File: src/rtl/gats_pkg.sv
// Shared constants, types and the arctangent table of the gaze smoother.
`default_nettype none

package gats_pkg;

    localparam int DATA_W       = 16;
    localparam int CORDIC_STEPS = 16;
    localparam int ATAN_TBL_LEN = 24;
    localparam int CORDIC_ITERS = (CORDIC_STEPS > ATAN_TBL_LEN) ? ATAN_TBL_LEN : CORDIC_STEPS;
    localparam int ITER_W       = $clog2(CORDIC_ITERS);
    localparam int TBL_IDX_W    = $clog2(ATAN_TBL_LEN);
    localparam logic [ITER_W-1:0] ITER_LAST = ITER_W'(CORDIC_ITERS - 1);

    // Vector components carry 14 extra fraction bits; the angle is in 2^-30 rad.
    localparam int VEC_W     = 34;
    localparam int PRE_SHIFT = 14;
    localparam int ACC_W     = 34;
    localparam int ANGLE_W   = 17;
    localparam int ANGLE_LSB = 17;
    localparam int PROD_W    = 34;

    localparam logic signed [ACC_W-1:0]  HALF_PI_Q30 = 34'sd1686629713;
    localparam logic signed [ACC_W-1:0]  ANGLE_RND   = 34'sd65536;
    localparam logic signed [PROD_W-1:0] NDC_HALF    = 34'sd134217728;
    localparam logic signed [PROD_W-1:0] MAP_RND     = 34'sd2048;
    localparam int                       MAP_SHIFT   = 12;
    localparam logic signed [PROD_W-1:0] BLEND_RND   = 34'sd32768;
    localparam int                       BLEND_SHIFT = 16;
    localparam logic signed [PROD_W-1:0] SAT_MAX     = 34'sd65535;

    localparam int QUEUE_DEPTH = 2;
    localparam int QPTR_W      = $clog2(QUEUE_DEPTH);
    localparam int QCNT_W      = $clog2(QUEUE_DEPTH + 1);

    localparam int CFG_IDX_W = 2;
    localparam logic [CFG_IDX_W-1:0] REG_H_GAIN = 2'd0;
    localparam logic [CFG_IDX_W-1:0] REG_V_GAIN = 2'd1;
    localparam logic [CFG_IDX_W-1:0] REG_ALPHA  = 2'd2;

    localparam logic [DATA_W-1:0] H_GAIN_RESET = 16'd18774;
    localparam logic [DATA_W-1:0] V_GAIN_RESET = 16'd20861;
    localparam logic [DATA_W-1:0] ALPHA_RESET  = 16'd16384;
    localparam logic [DATA_W-1:0] LAST_RESET   = 16'd32768;

    typedef struct packed {
        logic                     sample_valid;
        logic signed [DATA_W-1:0] dir_x;
        logic signed [DATA_W-1:0] dir_y;
        logic signed [DATA_W-1:0] dir_z;
    } gats_item_t;

    typedef struct packed {
        logic [DATA_W-1:0] h_gain;
        logic [DATA_W-1:0] v_gain;
        logic [DATA_W-1:0] alpha;
    } gats_cfg_t;

    typedef struct packed {
        logic                     start;
        logic signed [DATA_W-1:0] num;
        logic signed [DATA_W-1:0] den;
    } gats_cordic_req_t;

    typedef struct packed {
        logic                      done;
        logic signed [ANGLE_W-1:0] angle;
    } gats_cordic_rsp_t;

    typedef enum logic [2:0] {
        ST_IDLE,
        ST_START,
        ST_WAIT,
        ST_SCALE,
        ST_MAP,
        ST_BLEND,
        ST_SMOOTH,
        ST_DONE
    } gats_state_t;

    // atan(2^-i) in units of 2^-30 rad.
    function automatic logic signed [ACC_W-1:0] atan_q30(input logic [TBL_IDX_W-1:0] idx);
        logic signed [ACC_W-1:0] val;
        unique case (idx)
            5'd0:    val = 34'sd843314857;
            5'd1:    val = 34'sd497837829;
            5'd2:    val = 34'sd263043837;
            5'd3:    val = 34'sd133525159;
            5'd4:    val = 34'sd67021687;
            5'd5:    val = 34'sd33543516;
            5'd6:    val = 34'sd16775851;
            5'd7:    val = 34'sd8388437;
            5'd8:    val = 34'sd4194283;
            5'd9:    val = 34'sd2097149;
            5'd10:   val = 34'sd1048576;
            5'd11:   val = 34'sd524288;
            5'd12:   val = 34'sd262144;
            5'd13:   val = 34'sd131072;
            5'd14:   val = 34'sd65536;
            5'd15:   val = 34'sd32768;
            5'd16:   val = 34'sd16384;
            5'd17:   val = 34'sd8192;
            5'd18:   val = 34'sd4096;
            5'd19:   val = 34'sd2048;
            5'd20:   val = 34'sd1024;
            5'd21:   val = 34'sd512;
            5'd22:   val = 34'sd256;
            5'd23:   val = 34'sd128;
            default: val = '0;
        endcase
        return val;
    endfunction

endpackage

`default_nettype wire

File: src/rtl/gats_front.sv
// Input stage: accepts sample words into a short queue ahead of the back end.
`default_nettype none

module gats_front (
    input  logic                clk,
    input  logic                rst_n,
    input  logic                in_valid,
    output logic                in_ready,
    input  gats_pkg::gats_item_t in_item,
    output logic                deq_valid,
    input  logic                deq_ready,
    output gats_pkg::gats_item_t deq_item
);
    import gats_pkg::*;

    gats_item_t          mem_reg [QUEUE_DEPTH];
    logic [QPTR_W-1:0]   wr_ptr_reg;
    logic [QPTR_W-1:0]   rd_ptr_reg;
    logic [QCNT_W-1:0]   count_reg;
    logic [QCNT_W-1:0]   count_next;
    logic                push;
    logic                pop;

    assign in_ready  = (count_reg != QCNT_W'(QUEUE_DEPTH));
    assign deq_valid = (count_reg != '0);
    assign deq_item  = mem_reg[rd_ptr_reg];
    assign push      = in_valid && in_ready;
    assign pop       = deq_valid && deq_ready;

    always_comb
    begin
        count_next = count_reg;
        if (push && !pop)
        begin
            count_next = count_reg + 1'b1;
        end
        else if (pop && !push)
        begin
            count_next = count_reg - 1'b1;
        end
    end

    always_ff @(posedge clk or negedge rst_n)
    begin
        if (!rst_n)
        begin
            wr_ptr_reg <= '0;
            rd_ptr_reg <= '0;
            count_reg  <= '0;
        end
        else
        begin
            count_reg <= count_next;
            if (push)
            begin
                wr_ptr_reg <= wr_ptr_reg + 1'b1;
            end
            if (pop)
            begin
                rd_ptr_reg <= rd_ptr_reg + 1'b1;
            end
        end
    end

    always_ff @(posedge clk)
    begin
        if (push)
        begin
            mem_reg[wr_ptr_reg] <= in_item;
        end
    end

endmodule

`default_nettype wire

File: src/rtl/gats_cordic.sv
// Iterative vectoring CORDIC: one micro-rotation per cycle, then rounding to Q3.13.
`default_nettype none

module gats_cordic (
    input  logic                      clk,
    input  logic                      rst_n,
    input  gats_pkg::gats_cordic_req_t req,
    output gats_pkg::gats_cordic_rsp_t rsp
);
    import gats_pkg::*;

    logic signed [VEC_W-1:0]   a_reg;
    logic signed [VEC_W-1:0]   b_reg;
    logic signed [ACC_W-1:0]   acc_reg;
    logic [ITER_W-1:0]         iter_reg;
    logic                      zero_reg;
    logic                      busy_reg;
    logic                      round_reg;
    logic                      done_reg;
    logic signed [ANGLE_W-1:0] angle_reg;

    logic signed [VEC_W-1:0]   a_next;
    logic signed [VEC_W-1:0]   b_next;
    logic signed [ACC_W-1:0]   acc_next;
    logic [ITER_W-1:0]         iter_next;
    logic signed [ANGLE_W-1:0] angle_next;

    logic signed [VEC_W-1:0]   num_sh;
    logic signed [VEC_W-1:0]   den_sh;
    logic signed [VEC_W-1:0]   da;
    logic signed [VEC_W-1:0]   db;
    logic signed [ACC_W-1:0]   step_ang;
    logic signed [ACC_W-1:0]   rnd_sum;

    assign num_sh   = VEC_W'(req.num) <<< PRE_SHIFT;
    assign den_sh   = VEC_W'(req.den) <<< PRE_SHIFT;
    assign da       = b_reg >>> iter_reg;
    assign db       = a_reg >>> iter_reg;
    assign step_ang = atan_q30(TBL_IDX_W'(iter_reg));
    assign rnd_sum  = acc_reg + ANGLE_RND;

    always_comb
    begin
        a_next     = a_reg;
        b_next     = b_reg;
        acc_next   = acc_reg;
        iter_next  = iter_reg;
        angle_next = angle_reg;
        if (req.start)
        begin
            iter_next = '0;
            // A vector in the left half plane is first turned by a quarter turn.
            if (den_sh[VEC_W-1] && !num_sh[VEC_W-1])
            begin
                a_next   = num_sh;
                b_next   = -den_sh;
                acc_next = HALF_PI_Q30;
            end
            else if (den_sh[VEC_W-1])
            begin
                a_next   = -num_sh;
                b_next   = den_sh;
                acc_next = -HALF_PI_Q30;
            end
            else
            begin
                a_next   = den_sh;
                b_next   = num_sh;
                acc_next = '0;
            end
        end
        else if (busy_reg)
        begin
            iter_next = iter_reg + 1'b1;
            if (!b_reg[VEC_W-1])
            begin
                a_next   = a_reg + da;
                b_next   = b_reg - db;
                acc_next = acc_reg + step_ang;
            end
            else
            begin
                a_next   = a_reg - da;
                b_next   = b_reg + db;
                acc_next = acc_reg - step_ang;
            end
        end
        else if (round_reg)
        begin
            angle_next = zero_reg ? '0 : rnd_sum[ANGLE_LSB +: ANGLE_W];
        end
    end

    always_ff @(posedge clk or negedge rst_n)
    begin
        if (!rst_n)
        begin
            busy_reg  <= 1'b0;
            round_reg <= 1'b0;
            done_reg  <= 1'b0;
        end
        else
        begin
            if (req.start)
            begin
                busy_reg  <= 1'b1;
                round_reg <= 1'b0;
                done_reg  <= 1'b0;
            end
            else if (busy_reg && (iter_reg == ITER_LAST))
            begin
                busy_reg  <= 1'b0;
                round_reg <= 1'b1;
                done_reg  <= 1'b0;
            end
            else
            begin
                round_reg <= 1'b0;
                done_reg  <= round_reg;
            end
        end
    end

    always_ff @(posedge clk)
    begin
        a_reg     <= a_next;
        b_reg     <= b_next;
        acc_reg   <= acc_next;
        iter_reg  <= iter_next;
        angle_reg <= angle_next;
        if (req.start)
        begin
            zero_reg <= (req.num == '0) && (req.den == '0);
        end
    end

    assign rsp.done  = done_reg;
    assign rsp.angle = angle_reg;

endmodule

`default_nettype wire

File: src/rtl/gats_back.sv
// Back end: sequences both angles through the CORDIC, scales, maps and smooths them.
`default_nettype none

module gats_back (
    input  logic                      clk,
    input  logic                      rst_n,
    input  logic                      deq_valid,
    output logic                      deq_ready,
    input  gats_pkg::gats_item_t       deq_item,
    input  gats_pkg::gats_cfg_t        cfg,
    output gats_pkg::gats_cordic_req_t cordic_req,
    input  gats_pkg::gats_cordic_rsp_t cordic_rsp,
    output logic                      out_valid,
    input  logic                      out_ready,
    output logic [gats_pkg::DATA_W-1:0] screen_x,
    output logic [gats_pkg::DATA_W-1:0] screen_y
);
    import gats_pkg::*;

    gats_state_t state_reg;
    gats_state_t state_next;

    logic signed [DATA_W-1:0] x_reg;
    logic signed [DATA_W-1:0] y_reg;
    logic signed [DATA_W-1:0] z_reg;
    logic                     axis_reg;
    logic signed [PROD_W-1:0] prod_reg;
    logic [DATA_W-1:0]        target_reg;
    logic [DATA_W-1:0]        last_x_reg;
    logic [DATA_W-1:0]        last_y_reg;
    logic                     out_valid_reg;
    logic [DATA_W-1:0]        screen_x_reg;
    logic [DATA_W-1:0]        screen_y_reg;

    logic [DATA_W-1:0]        gain;
    logic [DATA_W-1:0]        last_sel;
    logic signed [PROD_W-1:0] scale_prod;
    logic signed [PROD_W-1:0] map_t;
    logic signed [PROD_W-1:0] map_sh;
    logic [DATA_W-1:0]        target_next;
    logic signed [DATA_W:0]   diff;
    logic signed [PROD_W-1:0] blend_prod;
    logic signed [PROD_W-1:0] blend_sh;
    logic signed [PROD_W-1:0] smooth_sum;
    logic [DATA_W-1:0]        smooth_next;
    logic                     out_free;

    assign gain     = axis_reg ? cfg.v_gain : cfg.h_gain;
    assign last_sel = axis_reg ? last_y_reg : last_x_reg;
    assign out_free = !out_valid_reg || out_ready;

    assign scale_prod = $signed(cordic_rsp.angle) * $signed({1'b0, gain});

    // The vertical axis is flipped so that looking up moves toward the top.
    assign map_t  = axis_reg ? (NDC_HALF - prod_reg) : (prod_reg + NDC_HALF);
    assign map_sh = (map_t + MAP_RND) >>> MAP_SHIFT;

    always_comb
    begin
        if (map_sh[PROD_W-1])
        begin
            target_next = '0;
        end
        else if (map_sh > SAT_MAX)
        begin
            target_next = '1;
        end
        else
        begin
            target_next = map_sh[DATA_W-1:0];
        end
    end

    assign diff       = $signed({1'b0, target_reg}) - $signed({1'b0, last_sel});
    assign blend_prod = $signed({1'b0, cfg.alpha}) * diff;
    assign blend_sh   = (prod_reg + BLEND_RND) >>> BLEND_SHIFT;
    assign smooth_sum = blend_sh + $signed({{(PROD_W - DATA_W){1'b0}}, last_sel});

    always_comb
    begin
        if (smooth_sum[PROD_W-1])
        begin
            smooth_next = '0;
        end
        else if (smooth_sum > SAT_MAX)
        begin
            smooth_next = '1;
        end
        else
        begin
            smooth_next = smooth_sum[DATA_W-1:0];
        end
    end

    always_ff @(posedge clk or negedge rst_n)
    begin
        if (!rst_n)
        begin
            state_reg <= ST_IDLE;
        end
        else
        begin
            state_reg <= state_next;
        end
    end

    always_comb
    begin
        state_next       = state_reg;
        deq_ready        = 1'b0;
        cordic_req.start = 1'b0;
        cordic_req.num   = axis_reg ? y_reg : x_reg;
        cordic_req.den   = z_reg;
        unique case (state_reg)
            ST_IDLE:
            begin
                deq_ready = 1'b1;
                if (deq_valid)
                begin
                    state_next = deq_item.sample_valid ? ST_START : ST_DONE;
                end
            end
            ST_START:
            begin
                cordic_req.start = 1'b1;
                state_next       = ST_WAIT;
            end
            ST_WAIT:
            begin
                if (cordic_rsp.done)
                begin
                    state_next = ST_SCALE;
                end
            end
            ST_SCALE:
            begin
                state_next = ST_MAP;
            end
            ST_MAP:
            begin
                state_next = ST_BLEND;
            end
            ST_BLEND:
            begin
                state_next = ST_SMOOTH;
            end
            ST_SMOOTH:
            begin
                state_next = axis_reg ? ST_DONE : ST_START;
            end
            ST_DONE:
            begin
                if (out_free)
                begin
                    state_next = ST_IDLE;
                end
            end
            default:
            begin
                state_next = ST_IDLE;
            end
        endcase
    end

    always_ff @(posedge clk or negedge rst_n)
    begin
        if (!rst_n)
        begin
            last_x_reg    <= LAST_RESET;
            last_y_reg    <= LAST_RESET;
            out_valid_reg <= 1'b0;
        end
        else
        begin
            if (state_reg == ST_SMOOTH)
            begin
                if (axis_reg)
                begin
                    last_y_reg <= smooth_next;
                end
                else
                begin
                    last_x_reg <= smooth_next;
                end
            end
            if ((state_reg == ST_DONE) && out_free)
            begin
                out_valid_reg <= 1'b1;
            end
            else if (out_ready)
            begin
                out_valid_reg <= 1'b0;
            end
        end
    end

    always_ff @(posedge clk)
    begin
        if ((state_reg == ST_IDLE) && deq_valid)
        begin
            x_reg    <= deq_item.dir_x;
            y_reg    <= deq_item.dir_y;
            z_reg    <= deq_item.dir_z;
            axis_reg <= 1'b0;
        end
        else if (state_reg == ST_SMOOTH)
        begin
            axis_reg <= 1'b1;
        end
        if (state_reg == ST_SCALE)
        begin
            prod_reg <= scale_prod;
        end
        else if (state_reg == ST_BLEND)
        begin
            prod_reg <= blend_prod;
        end
        if (state_reg == ST_MAP)
        begin
            target_reg <= target_next;
        end
        if ((state_reg == ST_DONE) && out_free)
        begin
            screen_x_reg <= last_x_reg;
            screen_y_reg <= last_y_reg;
        end
    end

    assign out_valid = out_valid_reg;
    assign screen_x  = screen_x_reg;
    assign screen_y  = screen_y_reg;

endmodule

`default_nettype wire

File: src/rtl/gaze_angle_to_screen_smoother.sv
// Top level of the gaze angle to screen position smoother.
//
//  Channel  Handshake               Word
//  -------  ----------------------  -------------------------------------------
//  in       in_valid / in_ready     sample_valid, dir_x, dir_y, dir_z
//  out      out_valid / out_ready   screen_x, screen_y
//  cfg      cfg_wr_en (no wait)     cfg_index, cfg_wdata
//
// In the back end one shared CORDIC unit resolves the two angles of a valid sample in turn,
// one micro-rotation per cycle. An invalid sample skips the CORDIC and the arithmetic.
// A two-word queue takes input while the back end works.
// Reset is asynchronous and active low; no clearing pass follows it.
// A stalled output holds its word while the back end goes on with the next one.
`default_nettype none

module gaze_angle_to_screen_smoother (
    input  logic                               clk,
    input  logic                               rst_n,
    input  logic                               in_valid,
    output logic                               in_ready,
    input  logic                               sample_valid,
    input  logic signed [gats_pkg::DATA_W-1:0] dir_x,
    input  logic signed [gats_pkg::DATA_W-1:0] dir_y,
    input  logic signed [gats_pkg::DATA_W-1:0] dir_z,
    output logic                               out_valid,
    input  logic                               out_ready,
    output logic [gats_pkg::DATA_W-1:0]        screen_x,
    output logic [gats_pkg::DATA_W-1:0]        screen_y,
    input  logic                               cfg_wr_en,
    input  logic [gats_pkg::CFG_IDX_W-1:0]     cfg_index,
    input  logic [gats_pkg::DATA_W-1:0]        cfg_wdata
);
    import gats_pkg::*;

    gats_cfg_t        cfg_reg;
    gats_item_t       in_item;
    gats_item_t       deq_item;
    logic             deq_valid;
    logic             deq_ready;
    gats_cordic_req_t cordic_req;
    gats_cordic_rsp_t cordic_rsp;

    always_ff @(posedge clk or negedge rst_n)
    begin
        if (!rst_n)
        begin
            cfg_reg.h_gain <= H_GAIN_RESET;
            cfg_reg.v_gain <= V_GAIN_RESET;
            cfg_reg.alpha  <= ALPHA_RESET;
        end
        else if (cfg_wr_en)
        begin
            unique case (cfg_index)
                REG_H_GAIN: cfg_reg.h_gain <= cfg_wdata;
                REG_V_GAIN: cfg_reg.v_gain <= cfg_wdata;
                REG_ALPHA:  cfg_reg.alpha  <= cfg_wdata;
                default:    cfg_reg        <= cfg_reg;
            endcase
        end
    end

    assign in_item.sample_valid = sample_valid;
    assign in_item.dir_x        = dir_x;
    assign in_item.dir_y        = dir_y;
    assign in_item.dir_z        = dir_z;

    gats_front u_front (
        .clk       (clk),
        .rst_n     (rst_n),
        .in_valid  (in_valid),
        .in_ready  (in_ready),
        .in_item   (in_item),
        .deq_valid (deq_valid),
        .deq_ready (deq_ready),
        .deq_item  (deq_item)
    );

    gats_cordic u_cordic (
        .clk   (clk),
        .rst_n (rst_n),
        .req   (cordic_req),
        .rsp   (cordic_rsp)
    );

    gats_back u_back (
        .clk        (clk),
        .rst_n      (rst_n),
        .deq_valid  (deq_valid),
        .deq_ready  (deq_ready),
        .deq_item   (deq_item),
        .cfg        (cfg_reg),
        .cordic_req (cordic_req),
        .cordic_rsp (cordic_rsp),
        .out_valid  (out_valid),
        .out_ready  (out_ready),
        .screen_x   (screen_x),
        .screen_y   (screen_y)
    );

endmodule

`default_nettype wire

File: config.mk
export PLATFORM = sky130hd
export DESIGN_NAME = gaze_angle_to_screen_smoother
export DESIGN_NICKNAME = d
export VERILOG_FILES = /design/src/rtl/gats_pkg.sv /design/src/rtl/gats_front.sv /design/src/rtl/gats_cordic.sv /design/src/rtl/gats_back.sv /design/src/rtl/gaze_angle_to_screen_smoother.sv
export SDC_FILE = /design/constraint.sdc
export NUM_CORES = 2
export LEC_CHECK = 0
export BUFFER_PORTS_ARGS = -buffer_cell sky130_fd_sc_hd__buf_2
export CORE_UTILIZATION = 60
export DETAILED_ROUTE_END_ITERATION = 6
export PLACE_DENSITY = 0.85
export RECOVER_POWER = 25
export SKIP_CTS_REPAIR_TIMING = 1
export SLEW_MARGIN = 10
export SYNTH_ARGS = -nofsm -noshare
export SYNTH_HDL_FRONTEND = slang
export SYNTH_SLANG_ARGS = --single-unit
File: constraint.sdc
create_clock -name clk -period 18.9 [get_ports clk]
set_input_delay 3.78 -clock clk [delete_from_list [all_inputs] [get_ports clk]]
set_output_delay 3.78 -clock clk [all_outputs]
set_load 0.02 [all_outputs]
== Word-level counts from Yosys, hierarchy flattened ==
Memories as Yosys holds them, arrays and structs flattened. A register that Yosys moved wholly into a read port is not among the register bits.
Cells that the tools add are included.
W data, S select, Z words.

* Equal/unequal tests: 14
* Mux-type cells: 46
* Div/mod/pow operators: 0
* Bitwise logic cells: 3
* Reduce and logical (&&, ||, !) cells: 31
* Add/subtract/negate cells: 20
* $lt $le $gt $ge: 2
* Shift-type cells: 2
* $mul: 2

{| class="wikitable"
|+ Operators by type and width
! cell !! count
|-
| $mux W34 || 18
|-
| $add A34 B34 Y34 || 3
|-
| $sub A34 B34 Y34 || 3
|-
| $mux W16 || 6
|-
| $mul A17 B17 Y34 || 2
|-
| $neg A30 Y34 || 2
|-
| $sshr A34 B4 Y34 || 2
|-
| $add A34 B13 Y34 const B || 1
|-
| $add A34 B17 Y34 const B || 1
|-
| $add A34 B18 Y34 const B || 1
|-
| $add A34 B29 Y34 const B || 1
|-
| $gt A34 B17 Y1 const B || 1
|-
| $sub A29 B34 Y34 const A || 1
|-
| $logic_not A16 Y1 || 2
|-
| $pmux W3 S8 || 1
|-
| $gt A22 B17 Y1 const B || 1
|-
| $add A18 B17 Y19 || 1
|-
| $sub A16 B16 Y17 || 1
|-
| $mux W3 || 5
|-
| $eq A3 B3 Y1 const B || 4
|-
| $mux W1 || 12
|-
| $reduce_bool A2 Y1 || 6
|-
| $reduce_and A2 Y1 || 5
|-
| $logic_and A1 B1 Y1 || 9
|-
| 19 further kinds || 31
|}

* Bits in read-only memories: 480
* Word-level logic and storage cells: 149
* Input bits: 72
* Memories: 2
* Register bits after elaboration: 346
* Latch bits: 0
* Memory bits (writable): 98

{| class="wikitable"
|+ Memory list
! name !! depth !! width !! read ports !! clocked after memory_dff !! wr ports !! RTL line !! text
|-
| (name not given) || 16 || 30 || 1 || 1 || 0 || gats_pkg.sv:83 || <nowiki>unique case (idx)</nowiki>
|-
| u_front.mem_reg || 2 || 49 || 1 || 0 || 1 || gats_front.sv:16 || <nowiki>gats_item_t mem_reg [QUEUE_DEPTH];</nowiki>
|}

== Longest topological paths before layout ==
* Word-level depth: 6
* Gate-level depth with buffers: 43
* Gate-level depth less buffers: 37

== By module ==
Synthesis repeated with hierarchy kept, for this count alone.

* Cell total of the unflattened synthesis: 5,552
* Area total of the unflattened synthesis: 53,608.9 um2

{| class="wikitable"
|+ By module, submodules not included
! module !! times used !! area each (um2) !! cells an instance
|-
| gats_back || 1 || 30,269.0 || 3,291
|-
| gats_cordic || 1 || 17,519.3 || 1,988
|-
| gats_front || 1 || 3,983.8 || 171
|-
| gaze_angle_to_screen_smoother || 1 || 1,836.8 || 102
|}

== Least setup slack after synthesis ==
No wires, ideal clock.

* Path kind: register to register
* Start: register u_back.axis_reg
* End: register u_back.prod_reg[29], data pin
* Data arrival time: 11.055 ns
* Period minus slack after synthesis: 11.322 ns
* Cell stages (with the launch flop): 41
* Required time: 18.632 ns
* Slack: 7.578 ns
* Library setup time: 0.268 ns
* Path buffers: 6
* Cells stage by stage: dfxtp_1 clkbuf_1 buf_1 clkbuf_1 clkbuf_1 clkbuf_1 mux2_2 ha_1 fa_1 nor2b_1 o21ai_0 a21oi_1 o21a_1 o21ai_0 nand2b_1 and3_1 o221ai_1 a211o_1 [... 5 more ...] fa_1 fa_1 fa_1 inv_1 fa_1 inv_1 ha_1 and3_1 a221oi_1 o21ai_0 or3_1 o311a_1 o21ai_0 nand2b_1 a21oi_1 nor2_1 a2111oi_0 o31ai_1

* Word-level cells in the longest chain between the ends: 5

{| class="wikitable"
|+ RTL lines
! item !! RTL line !! text
|-
| start, declared || gats_back.sv:26 || <nowiki>logic axis_reg;</nowiki>
|-
| start signal, assigned || gats_back.sv:204 || <nowiki>axis_reg <= 1'b0;</nowiki>
|-
| start signal, assigned || gats_back.sv:208 || <nowiki>axis_reg <= 1'b1;</nowiki>
|-
| $mux W16 || gats_back.sv:49 || <nowiki>assign last_sel = axis_reg ? last_y_reg : last_x_reg;</nowiki>
|-
| $sub A16 B16 Y17 || gats_back.sv:74 || <nowiki>assign diff = $signed({1'b0, target_reg}) - $signed({1'b0, last_sel});</nowiki>
|-
| $mul A17 B17 Y34 || gats_back.sv:75 || <nowiki>assign blend_prod = $signed({1'b0, cfg.alpha}) * diff;</nowiki>
|-
| $mux W34 || gats_back.sv:214 || <nowiki>else if (state_reg == ST_BLEND)</nowiki>
|-
| $mux W34 (*) || gats_back.sv:210 || <nowiki>if (state_reg == ST_SCALE)</nowiki>
|-
| end signal, assigned || gats_back.sv:212 || <nowiki>prod_reg <= scale_prod;</nowiki>
|-
| end signal, assigned || gats_back.sv:216 || <nowiki>prod_reg <= blend_prod;</nowiki>
|-
| end, declared || gats_back.sv:27 || <nowiki>logic signed [PROD_W-1:0] prod_reg;</nowiki>
|}

Mark *: on every way between the ends. The rest lies on a longest branch, timed or not. The select of a mux whose other input is x is not followed.
A chain may end at the register's enable or synchronous reset.

== Worst setup path after layout ==
Same ends and word-level chain as after synthesis.

==> out/metrics.cfg <==
[sta]
min_period_over_period_pct = 66.3
tightest_slew_ns = 3.35
fin_crit_ns = 12.53
max_slew_margin_pct = -123
max_freq_ghz = 0.0798
setup_violations = 0
finClkSkew_ns = 0.0327
rsz0062_at_grt = no
setup-tns-final_ns = 0
hold_viol = 0
drv_slew = 423

[logic_synthesis]
synth_nets = 6309
postSynth.asyncResetShare_pct = 19.3
synth-seq-cells = 472
synthFlopType = edfxtp_1
synth_seq_area_share_pct = 25.8
synthCells = 5374
yosysUniqueCellTypes = 91
synth_edf_count = 348
synth_area_sq_um = 51900
avgSynthCellArea_sq_um = 9.66
ys_warn_count = 0

[worst_setup_path]
criticalPathCategory = register to register
worstPathRequired_ns = 19.24
end_kind = register
rrSetupSlack_ns = 6.37
worstPathArrival_ns = 12.87
rr_endpoint = u_back.prod_reg[29]
crit_path_max_fanout = 43
startpoint_type = register
r2r-start = u_back.axis_reg
critPathMaxStageDelay_ns = 2.13
crit_slowest_cell = clkbuf_1
crit_top_cell = fa_1
reg2regPathDepth = 33

[clock_network]
htreeDepth = 2
cts_tree = built
cts_buffers = 52
clk_latency_ns = 0.64
clock_path_buffers = 3
root_buffer = clkbuf_16
cts.sinks = 472
clk_pin_slew_ns = 0.06

[global_routing]
antenna_found_initial = 4
grt_pass1_wl_um = 213000
gr-total-overflow = 0
grt_usage_pct = 30.6
grt_pass1_vias = 40600
grt_start_max_net_pins = 77

[detailed_routing]
vias = 39800
antenna_left = 0
vias_per_cell = 6.08
dr.first_iter.drc_count = 3564
drc = 1
wire_per_inst_um = 20.1
wl_um = 132000
drt_pass1_iterations = 7

[worst_hold_path]
hold_start = u_back.last_x_reg[0]
whs_path_depth = 0
hold_class = register to register
holdPathEnd = u_back.screen_x[0]

[placed_design]
dp.cells = 6446
place_congestion = 0.979
placed_area_sq_um = 53400
dpl.hpwl_um = 100000
port_buffers = 105

[floorplan]
die-area_sq_um = 87700
start_util_pct = 60.8
die_y_um = 296
dieWidth_um = 296
ios = 106
core_area_sq_um = 85400
num_rows = 107

[cells_and_area]
syn_to_final_growth_pct = 6.20
layout_commonest_cell = inv_1
nets = 6291
n_antenna_cell = 0
drive_gt1_share_pct = 9.62
largest_register_ffs = 98
stdcell_count = 6541
final_cell_mix = inv_1 (666), nand2_1 (558), fa_1 (493), ha_1 (370), edfxtp_1 (348)
stdcell_area_sq_um = 55100

[run_status]
violations = design-rule violations, max-capacitance violations, max-slew violations
outcome = finished with violations

[flow_run]
cap_violations = 9

## logic make-up after synthesis
group / after synthesis / share of synthesized area (%)
and+or+nand+nor: 1542 / 14.4
AOI/OAI and AO/OA: 915 / 10.9
buffers and inverters: 894 / 6.64
adders and majority gates: 863 / 27.9
DFF: 472 / 25.8
xor gates and xnor gates: 357 / 6.05
muxes: 331 / 8.27
## worst max path at each step
stage	from	end	slack [ns]	depth (start not counted)
after detailed placement	u_back.axis_reg	u_back.prod_reg[29]	8.44	33
after global placement	u_back.axis_reg	u_back.prod_reg[29]	8.77	33
after floorplan	u_back.axis_reg	u_back.prod_reg[29]	7.58	40
after global routing	u_back.axis_reg	u_back.prod_reg[29]	5.69	33
after CTS	u_back.axis_reg	u_back.prod_reg[29]	8.40	33
final	u_back.axis_reg	u_back.prod_reg[29]	6.37	33
## through the flow
stage	hold WS (ns)	setup slack (ns)	utilization (%)
3_3_place_gp	0.441	8.77	62.5
4_1_cts	0.460	8.40	64.6
2_1_floorplan	0.436	7.58	-
3_5_place_dp	0.453	8.44	62.5
6_report	0.457	6.37	64.6
5_1_grt	0.477	5.69	64.6
## area by class of cell
class	count	area [sq um]
Multi-Input combinational cell	4008	35100
Clock buffer	61	1390
Clock inverter	34	415
Fill cell	6707	30300
Tap cell	1144	1430
Sequential cell	472	13400
Timing Repair Buffer	152	847
Inverter	670	2520
## Yosys cell counts (all sizes together), types with 140 or more instances
cell type | instances | area, sq um
a21oi | 298 | 1500
and2 | 167 | 1050
clkbuf | 158 | 593
edfxtp | 348 | 10500
fa | 493 | 9870
ha | 370 | 4630
inv | 668 | 2510
mux2 | 168 | 1900
nand2 | 559 | 2100
nor2 | 305 | 1140
nor2b | 142 | 888
o21ai | 229 | 1150
xnor2 | 217 | 1920
xor2 | 140 | 1230
## routing by layer
layer  share of wire (%)  global-route usage (%)
met5               0.021                       0
met4                 4.3                    11.9
met3                 7.8                    4.52
met2                  49                    53.0
met1                  39                    38.5
## critical path: cells and delay by family, from the launching register on
kind,cells,cell delay [ns]
AOI/OAI and AO/OA,11,2.84
xor gates and xnor gates,1,0.74
adders and majority gates,8,3.98
buffers and inverters,4,2.28
DFF,1,0.55
muxes,1,0.45
and+or+nand+nor,8,1.37
Power is not shown: default switching activity piles up to over one toggle a cycle in this logic, so the estimate is an artifact.
